## config.mk

```make
export PLATFORM = sky130hd
export DESIGN_NAME = three_level_priority_list_flat
export DESIGN_NICKNAME = d
export VERILOG_FILES = /design/src/rtl/tlpl_pkg.sv /design/src/rtl/tlpl_if.sv /design/src/rtl/three_level_priority_list.sv /design/src/flat_wrapper.sv
export SDC_FILE = /design/constraint.sdc
export NUM_CORES = 2
export LEC_CHECK = 0
export BUFFER_PORTS_ARGS = -buffer_cell sky130_fd_sc_hd__buf_4
export CAP_MARGIN = 40
export CELL_PAD_IN_SITES_DETAIL_PLACEMENT = 1
export CELL_PAD_IN_SITES_GLOBAL_PLACEMENT = 1
export CORE_ASPECT_RATIO = 1.4
export CORE_MARGIN = 5
export CORE_UTILIZATION = 34
export CTS_BUF_LIST = sky130_fd_sc_hd__clkbuf_4
export CTS_CLUSTER_SIZE = 40
export DETAILED_ROUTE_END_ITERATION = 10
export PLACE_DENSITY = 0.52
export SYNTH_ARGS = -nofsm -noshare
export SYNTH_HDL_FRONTEND = slang
export SYNTH_SLANG_ARGS = --single-unit
export TNS_END_PERCENT = 10
```

## constraint.sdc

```tcl
create_clock -name clk -period 9.8 [get_ports clk]
set_input_delay 0.49 -clock clk [delete_from_list [all_inputs] [get_ports clk]]
set_output_delay 0.49 -clock clk [all_outputs]
set_load 0.005 [all_outputs]
```

## src/rtl/tlpl_pkg.sv

```systemverilog
`timescale 1ns / 1ps
`default_nettype none

package tlpl_pkg;

    localparam int TAG_W    = 16;
    localparam int SEV_W    = 2;
    localparam int STATUS_W = 2;
    localparam int FILL_W   = 8;

    localparam logic ACT_ADD  = 1'b0;
    localparam logic ACT_TAKE = 1'b1;

    localparam logic [SEV_W-1:0] SEV_REGULAR = 2'd0;
    localparam logic [SEV_W-1:0] SEV_BAD     = 2'd1;
    localparam logic [SEV_W-1:0] SEV_WORST   = 2'd2;

    localparam logic [STATUS_W-1:0] ST_ADDED = 2'd0;
    localparam logic [STATUS_W-1:0] ST_FULL  = 2'd1;
    localparam logic [STATUS_W-1:0] ST_TAKEN = 2'd2;
    localparam logic [STATUS_W-1:0] ST_EMPTY = 2'd3;

    typedef enum logic [2:0] {
        S_IDLE,
        S_SCAN,
        S_FETCH,
        S_GRAB,
        S_SHIFT,
        S_RESP
    } state_t;

endpackage

`default_nettype wire

```

## src/rtl/tlpl_if.sv

```systemverilog
`timescale 1ns / 1ps
`default_nettype none

interface tlpl_req_if;
    logic                        valid;
    logic                        ready;
    logic                        action;
    logic [tlpl_pkg::TAG_W-1:0]  tag;
    logic [tlpl_pkg::SEV_W-1:0]  severity;

    modport source (output valid, output action, output tag, output severity, input ready);
    modport sink   (input valid, input action, input tag, input severity, output ready);
endinterface

interface tlpl_rsp_if;
    logic                           valid;
    logic                           ready;
    logic [tlpl_pkg::STATUS_W-1:0]  status;
    logic [tlpl_pkg::TAG_W-1:0]     taken_tag;
    logic [tlpl_pkg::SEV_W-1:0]     taken_severity;
    logic [tlpl_pkg::FILL_W-1:0]    fill;

    modport source (output valid, output status, output taken_tag, output taken_severity,
                    output fill, input ready);
    modport sink   (input valid, input status, input taken_tag, input taken_severity,
                    input fill, output ready);
endinterface

`default_nettype wire

```

## src/rtl/three_level_priority_list.sv

```systemverilog
// Add, full and empty requests go from idle straight to the response state.
// A take runs the scan (ended early by a worst entry), fetch, grab, shift (when entries
// follow the pick) and response states; scan and shift handle one entry per cycle.
// Throughput: one request at a time; ready returns once the result is registered.
// Reset: rst_n clears the entry count, sequencer and output valid; entry memory
// is left unset and only entries below the count are ever used.
`timescale 1ns / 1ps
`default_nettype none

module three_level_priority_list #(
    parameter int CAPACITY = 128,
    parameter int TAG_BITS = 16
) (
    input  wire logic  clk,
    input  wire logic  rst_n,
    tlpl_req_if.sink   req,
    tlpl_rsp_if.source rsp
);

    import tlpl_pkg::*;

    localparam int AW = (CAPACITY > 1) ? $clog2(CAPACITY) : 1;
    localparam int CW = $clog2(CAPACITY + 1);
    localparam int TW = (TAG_BITS < TAG_W) ? TAG_BITS : TAG_W;

    typedef struct packed {
        logic [TW-1:0]    tag;
        logic [SEV_W-1:0] sev;
    } entry_t;

    entry_t entry_mem [CAPACITY];
    entry_t rd_data_reg;
    entry_t wr_data;
    logic   wr_en;
    logic [AW-1:0] wr_addr;
    logic [AW-1:0] rd_addr;

    state_t state_reg, state_next;

    logic [CW-1:0] count_reg, count_next;
    logic [CW-1:0] idx_reg, idx_next;
    logic          cmp_vld_reg, cmp_vld_next;
    logic [CW-1:0] pick_reg, pick_next;
    logic [CW-1:0] dst_reg, dst_next;

    logic [STATUS_W-1:0] res_status_reg, res_status_next;
    logic [TW-1:0]       res_tag_reg, res_tag_next;
    logic [SEV_W-1:0]    res_sev_reg, res_sev_next;

    logic                out_vld_reg, out_vld_next;
    logic [STATUS_W-1:0] out_status_reg, out_status_next;
    logic [TAG_W-1:0]    out_tag_reg, out_tag_next;
    logic [SEV_W-1:0]    out_sev_reg, out_sev_next;
    logic [FILL_W-1:0]   out_fill_reg, out_fill_next;

    logic                accept;
    logic                has_room;
    logic                issue;
    logic [CW-1:0]       cmp_idx;
    logic [CW-1:0]       pick_inc;
    logic [CW-1:0]       dst_inc;
    logic [CW-1:0]       dst_inc2;
    logic                load_out;
    logic [SEV_W-1:0]    sev_clean;
    logic [TAG_W+TW-1:0] tag_ext;
    logic [FILL_W+CW-1:0] fill_ext;

    assign accept    = req.valid && req.ready;
    assign has_room  = count_reg < CW'(CAPACITY);
    assign issue     = idx_reg < count_reg;
    assign cmp_idx   = idx_reg - CW'(1);
    assign pick_inc  = pick_reg + CW'(1);
    assign dst_inc   = dst_reg + CW'(1);
    assign dst_inc2  = dst_reg + CW'(2);
    assign load_out  = (state_reg == S_RESP) && (!out_vld_reg || rsp.ready);
    assign sev_clean = (req.severity > SEV_WORST) ? SEV_REGULAR : req.severity;
    assign tag_ext   = {{TAG_W{1'b0}}, res_tag_reg};
    assign fill_ext  = {{FILL_W{1'b0}}, count_reg};

    assign req.ready          = (state_reg == S_IDLE);
    assign rsp.valid          = out_vld_reg;
    assign rsp.status         = out_status_reg;
    assign rsp.taken_tag      = out_tag_reg;
    assign rsp.taken_severity = out_sev_reg;
    assign rsp.fill           = out_fill_reg;

    // next state
    always_comb
    begin
        state_next = state_reg;
        unique case (state_reg)
            S_IDLE:
            begin
                if (accept)
                begin
                    if (req.action == ACT_TAKE && count_reg != '0)
                        state_next = S_SCAN;
                    else
                        state_next = S_RESP;
                end
            end
            S_SCAN:
            begin
                if (cmp_vld_reg && (rd_data_reg.sev == SEV_WORST || idx_reg == count_reg))
                    state_next = S_FETCH;
            end
            S_FETCH:
                state_next = S_GRAB;
            S_GRAB:
            begin
                if (pick_inc < count_reg)
                    state_next = S_SHIFT;
                else
                    state_next = S_RESP;
            end
            S_SHIFT:
            begin
                if (!(dst_inc2 < count_reg))
                    state_next = S_RESP;
            end
            S_RESP:
            begin
                if (load_out)
                    state_next = S_IDLE;
            end
            default:
                state_next = S_IDLE;
        endcase
    end

    // datapath and outputs
    always_comb
    begin
        count_next      = count_reg;
        idx_next        = idx_reg;
        cmp_vld_next    = cmp_vld_reg;
        pick_next       = pick_reg;
        dst_next        = dst_reg;
        res_status_next = res_status_reg;
        res_tag_next    = res_tag_reg;
        res_sev_next    = res_sev_reg;
        wr_en           = 1'b0;
        wr_addr         = count_reg[AW-1:0];
        wr_data         = rd_data_reg;
        rd_addr         = '0;

        unique case (state_reg)
            S_IDLE:
            begin
                res_tag_next = '0;
                res_sev_next = SEV_REGULAR;
                idx_next     = '0;
                cmp_vld_next = 1'b0;
                pick_next    = '0;
                if (accept)
                begin
                    if (req.action == ACT_ADD)
                    begin
                        if (has_room)
                        begin
                            wr_en           = 1'b1;
                            wr_data.tag     = req.tag[TW-1:0];
                            wr_data.sev     = sev_clean;
                            count_next      = count_reg + CW'(1);
                            res_status_next = ST_ADDED;
                        end
                        else
                        begin
                            res_status_next = ST_FULL;
                        end
                    end
                    else if (count_reg == '0)
                    begin
                        res_status_next = ST_EMPTY;
                    end
                end
            end
            S_SCAN:
            begin
                rd_addr      = idx_reg[AW-1:0];
                cmp_vld_next = issue;
                idx_next     = idx_reg + CW'(1);
                if (cmp_vld_reg && rd_data_reg.sev != SEV_REGULAR)
                    pick_next = cmp_idx;
            end
            S_FETCH:
                rd_addr = pick_reg[AW-1:0];
            S_GRAB:
            begin
                rd_addr         = pick_inc[AW-1:0];
                dst_next        = pick_reg;
                res_tag_next    = rd_data_reg.tag;
                res_sev_next    = rd_data_reg.sev;
                res_status_next = ST_TAKEN;
                if (!(pick_inc < count_reg))
                    count_next = count_reg - CW'(1);
            end
            S_SHIFT:
            begin
                wr_en    = 1'b1;
                wr_addr  = dst_reg[AW-1:0];
                rd_addr  = dst_inc2[AW-1:0];
                dst_next = dst_inc;
                if (!(dst_inc2 < count_reg))
                    count_next = count_reg - CW'(1);
            end
            S_RESP:
            begin
            end
            default:
            begin
            end
        endcase
    end

    always_comb
    begin
        out_vld_next    = out_vld_reg;
        out_status_next = out_status_reg;
        out_tag_next    = out_tag_reg;
        out_sev_next    = out_sev_reg;
        out_fill_next   = out_fill_reg;
        if (rsp.ready)
            out_vld_next = 1'b0;
        if (load_out)
        begin
            out_vld_next    = 1'b1;
            out_status_next = res_status_reg;
            out_tag_next    = tag_ext[TAG_W-1:0];
            out_sev_next    = res_sev_reg;
            out_fill_next   = fill_ext[FILL_W-1:0];
        end
    end

    always_ff @(posedge clk)
    begin
        if (wr_en)
            entry_mem[wr_addr] <= wr_data;
        rd_data_reg <= entry_mem[rd_addr];
    end

    always_ff @(posedge clk or negedge rst_n)
    begin
        if (!rst_n)
        begin
            state_reg   <= S_IDLE;
            count_reg   <= '0;
            idx_reg     <= '0;
            cmp_vld_reg <= 1'b0;
            out_vld_reg <= 1'b0;
        end
        else
        begin
            state_reg   <= state_next;
            count_reg   <= count_next;
            idx_reg     <= idx_next;
            cmp_vld_reg <= cmp_vld_next;
            out_vld_reg <= out_vld_next;
        end
    end

    always_ff @(posedge clk)
    begin
        pick_reg       <= pick_next;
        dst_reg        <= dst_next;
        res_status_reg <= res_status_next;
        res_tag_reg    <= res_tag_next;
        res_sev_reg    <= res_sev_next;
        out_status_reg <= out_status_next;
        out_tag_reg    <= out_tag_next;
        out_sev_reg    <= out_sev_next;
        out_fill_reg   <= out_fill_next;
    end

endmodule

`default_nettype wire

```

## src/flat_wrapper.sv

```systemverilog
// flat-port wrapper written by rule: the top's interface ports become plain ports
module three_level_priority_list_flat import tlpl_pkg::*;
#(
    parameter int CAPACITY = 128,
    parameter int TAG_BITS = 16
)
  (clk, rst_n, req_valid, req_action, req_tag, req_severity, req_ready, rsp_valid, rsp_status, rsp_taken_tag, rsp_taken_severity, rsp_fill, rsp_ready);
  tlpl_req_if req_i ();
  tlpl_rsp_if rsp_i ();
  input  wire logic clk;
  input  wire logic rst_n;
  input wire logic [$bits(req_i.valid)-1:0] req_valid;
  input wire logic [$bits(req_i.action)-1:0] req_action;
  input wire logic [$bits(req_i.tag)-1:0] req_tag;
  input wire logic [$bits(req_i.severity)-1:0] req_severity;
  output wire logic [$bits(req_i.ready)-1:0] req_ready;
  output wire logic [$bits(rsp_i.valid)-1:0] rsp_valid;
  output wire logic [$bits(rsp_i.status)-1:0] rsp_status;
  output wire logic [$bits(rsp_i.taken_tag)-1:0] rsp_taken_tag;
  output wire logic [$bits(rsp_i.taken_severity)-1:0] rsp_taken_severity;
  output wire logic [$bits(rsp_i.fill)-1:0] rsp_fill;
  input wire logic [$bits(rsp_i.ready)-1:0] rsp_ready;
  assign req_i.valid = req_valid;
  assign req_i.action = req_action;
  assign req_i.tag = req_tag;
  assign req_i.severity = req_severity;
  assign req_ready = req_i.ready;
  assign rsp_valid = rsp_i.valid;
  assign rsp_status = rsp_i.status;
  assign rsp_taken_tag = rsp_i.taken_tag;
  assign rsp_taken_severity = rsp_i.taken_severity;
  assign rsp_fill = rsp_i.fill;
  assign rsp_i.ready = rsp_ready;
  three_level_priority_list #(.CAPACITY(CAPACITY), .TAG_BITS(TAG_BITS)) u_core (.clk(clk), .rst_n(rst_n), .req(req_i), .rsp(rsp_i));
endmodule
```

==> results_dict.tcl <==
set metrics [dict create \
    ctsHoldBuffers 28 \
    vias 65870 \
    grt_pass1_vias 67520 \
    cts_sinks 2407 \
    row_count 232 \
    clock_skew_ps 142.1 \
    r2r_slack_ps 3970 \
    hp-class "primary input to async pin" \
    ant_nets 0 \
    worst_slew_pin_slew_ps 1004 \
    ir_drop_mv 0.2691 \
    final_common_cell "edfxtp_1" \
    syn_avg_cell_area_um2 13.96 \
    seq_area_frac_synth_pct 74.19 \
    wl_per_cell_um 32.15 \
    post-cts-setup-buffer-count 0 \
    p_per_area_nw_per_um2 362.8 \
    ioPinCount 53 \
    fin_crit_ps 5835 \
    fillers 29270 \
    synth.distinct_cells 81 \
    antenna_found_initial 29 \
    timing.setup.tns_ps 0 \
    path_max_fanout 104 \
    layout.area.seq_um2 71990 \
    grt_util_all_layers_pct 24.69 \
    grt_max_degree 140 \
    async_reset_ff_share_pct 0.8725 \
    clkSlewWorstSetupHoldPaths_ps 70 \
    rsz0062_at_grt "false" \
    dieArea_um2 296300 \
    fin_util_pct 39.55 \
    place.gp.congestion 0.8270 \
    crit_slowest_cell "a2111oi_0" \
    cp.arrival_ps 7130 \
    cts_buffer_depth 4 \
    relSlewSlack_pct 33.03 \
    yosysWarnings 0 \
    hpwl_um 231000 \
    hold_slack_ps 139.3 \
    critical_path_required_ps 11090 \
    multi_input_area_um2 23380 \
    core-area_um2 284800 \
    worst_path_most_repeated_cell "buf_4" \
    slowest_delay_ps 810 \
    fin_crit_sh_pct 59.54 \
    hold_viol_final 0 \
    cap_viol_max_count 0 \
    die_w_um 461.5 \
    syn_inst 6950 \
    netlist_area_um2 97030 \
    p_leak_nw 37.78 \
    placed_area_um2 104700 \
    drtPass1Iterations 5 \
    first_iter_violations 6344 \
    crit_path_cell_trace "nor3b_4 > buf_4 > nand2_1 > and3_4 > buf_12 > buf_4 > a211oi_1 > a2111oi_0 > a2111oi_0 > a2111oi_1 > buf_2 > buf_4 > nor4_1 > a31oi_1" \
    cts.repair.resized 0 \
    start_util_pct 34.08 \
    layout-drive-gt1-share_pct 19.91 \
    ys_ff_latch 2407 \
    htree_levels 6 \
    critPathKind "register to register" \
    setup_viol 0 \
    die_h_um 642.1 \
    max_freq_mhz 171.4 \
    maxSlewViolCount 0 \
    worst_setup_path_start_kind "register" \
    clk_latency_ps 1370 \
    io_buffers 52 \
    synth_fp_nets 7007 \
    gr-total-overflow 0 \
    numCtsBuffers 619 \
    grt_pass1_wl_um 525000 \
    syn_to_final_growth_pct 16.06 \
    routed_via_density 5.637 \
    ys.flop_type "edfxtp_1" \
    cts.root.buffer_cell "clkbuf_4" \
    fin_area_um2 112600 \
    drc 0 \
    wl_um 375600 \
    nets 7561 \
    synth_edf_count 2368 \
    cp-end-kind "register" \
    mostFrequentLayoutCells "2,368 x edfxtp_1, 1,660 x nand2_1, 884 x clkbuf_4" \
    largest_reg_flops 2304 \
    cts_tree "built" \
    status "complete, no violations" \
]
metal layers:
layer  vias up  wire length (um)  GRT usage [%]
met3       667             21850          3.713
met1     34640            150800          31.44
met5         -                47              0
met2      2563            185700          41.90
li1      27990                 -              -
met4         8             17200          10.48
metrics by stage:
stage / setup slack, ps / power (mW) / cells
2_1_floorplan: 1954 / 22.92 / 6950
3_3_place_gp: 3003 / 31.85 / 10430
3_5_place_dp: 3827 / 32.45 / 10600
4_1_cts: 3853 / 41.16 / 11660
5_1_grt: 3570 / 42.38 / 11670
6_report: 3965 / 40.86 / 11680
Yosys cell counts (28+ instances only):
master | instances | area share, %
edfxtp_1 | 2368 | 73
nand2_1 | 1661 | 6.4
nand3_1 | 591 | 3.0
buf_2 | 254 | 1.3
and3_1 | 230 | 1.5
a311oi_1 | 225 | 2.0
nor2_1 | 191 | 0.74
a211oi_1 | 163 | 1.3
a31oi_1 | 161 | 1.0
mux2i_1 | 144 | 1.5
clkbuf_1 | 138 | 0.53
o21ai_0 | 79 | 0.41
a21oi_1 | 73 | 0.38
buf_1 | 61 | 0.24
a221oi_1 | 57 | 0.51
mux4_2 | 39 | 0.91
ha_1 | 33 | 0.43
buf_4 | 31 | 0.24
nor3_1 | 31 | 0.16
o211ai_1 | 28 | 0.22
critical path: cells and delay by family, from the launching register on:
family,cells,cell delay [ps]
AO/OA/AOI/OAI,5,1990
flip-flops,1,800
buffers and inverters,5,1770
AND/OR/NAND/NOR,4,1000
final cells by class:
type                    count  area share [%]
clock inverters           147          0.8155
well taps                3744           4.160
diodes                     26         0.05777
repair buffers            424           4.326
flip-flops and latches   2407           63.93
clock buffers             884           5.893
inverters                  17         0.05666
multi-input cells        4035           20.76
where the power goes:
group | internal [mW] | switching [mW] | total (mW) | leakage, nW
Clock | 4.41 | 4.23 | 8.64 | 4.52
Sequential | 13.3 | 0.382 | 13.7 | 21.7
Combinational | 4.46 | 14.0 | 18.5 | 11.5
logic make-up (layout without fill, tap and decap cells):
group | after synthesis | count (layout) | share of synthesized area, %
xor gates and xnor gates | 32 | 32 | 0.2888
DFF | 2407 | 2407 | 74.19
muxes | 205 | 205 | 2.650
and+or+nand+nor | 2790 | 2790 | 12.47
buffers and inverters | 508 | 1472 | 2.467
other | 0 | 26 | 0
adders and majority gates | 34 | 34 | 0.4462
AOI/OAI and AO/OA | 974 | 974 | 7.485
final timing paths:
kind                                                     start                                endpoint  depth (start not counted)
max                            u_core.state_reg[1]$_DFFE_PN0P_          u_core.rd_data_reg[17]$_DFF_P_                         14
min                                                      rst_n         u_core.count_reg[6]$_DFFE_PN0P_                          4
max reg2reg                    u_core.state_reg[1]$_DFFE_PN0P_          u_core.rd_data_reg[17]$_DFF_P_                         14
min reg2reg                u_core.res_tag_reg[5]$_SDFFCE_PN0P_       u_core.rsp.taken_tag[5]$_DFFE_PP_                          0
max in group asynchronous                                rst_n         u_core.state_reg[1]$_DFFE_PN0P_                          4
min in group clk                                     req_valid  u_core.res_status_reg[0]$_SDFFCE_PP0P_                          4
No activity file was read; power rests on OpenSTA's default activity.
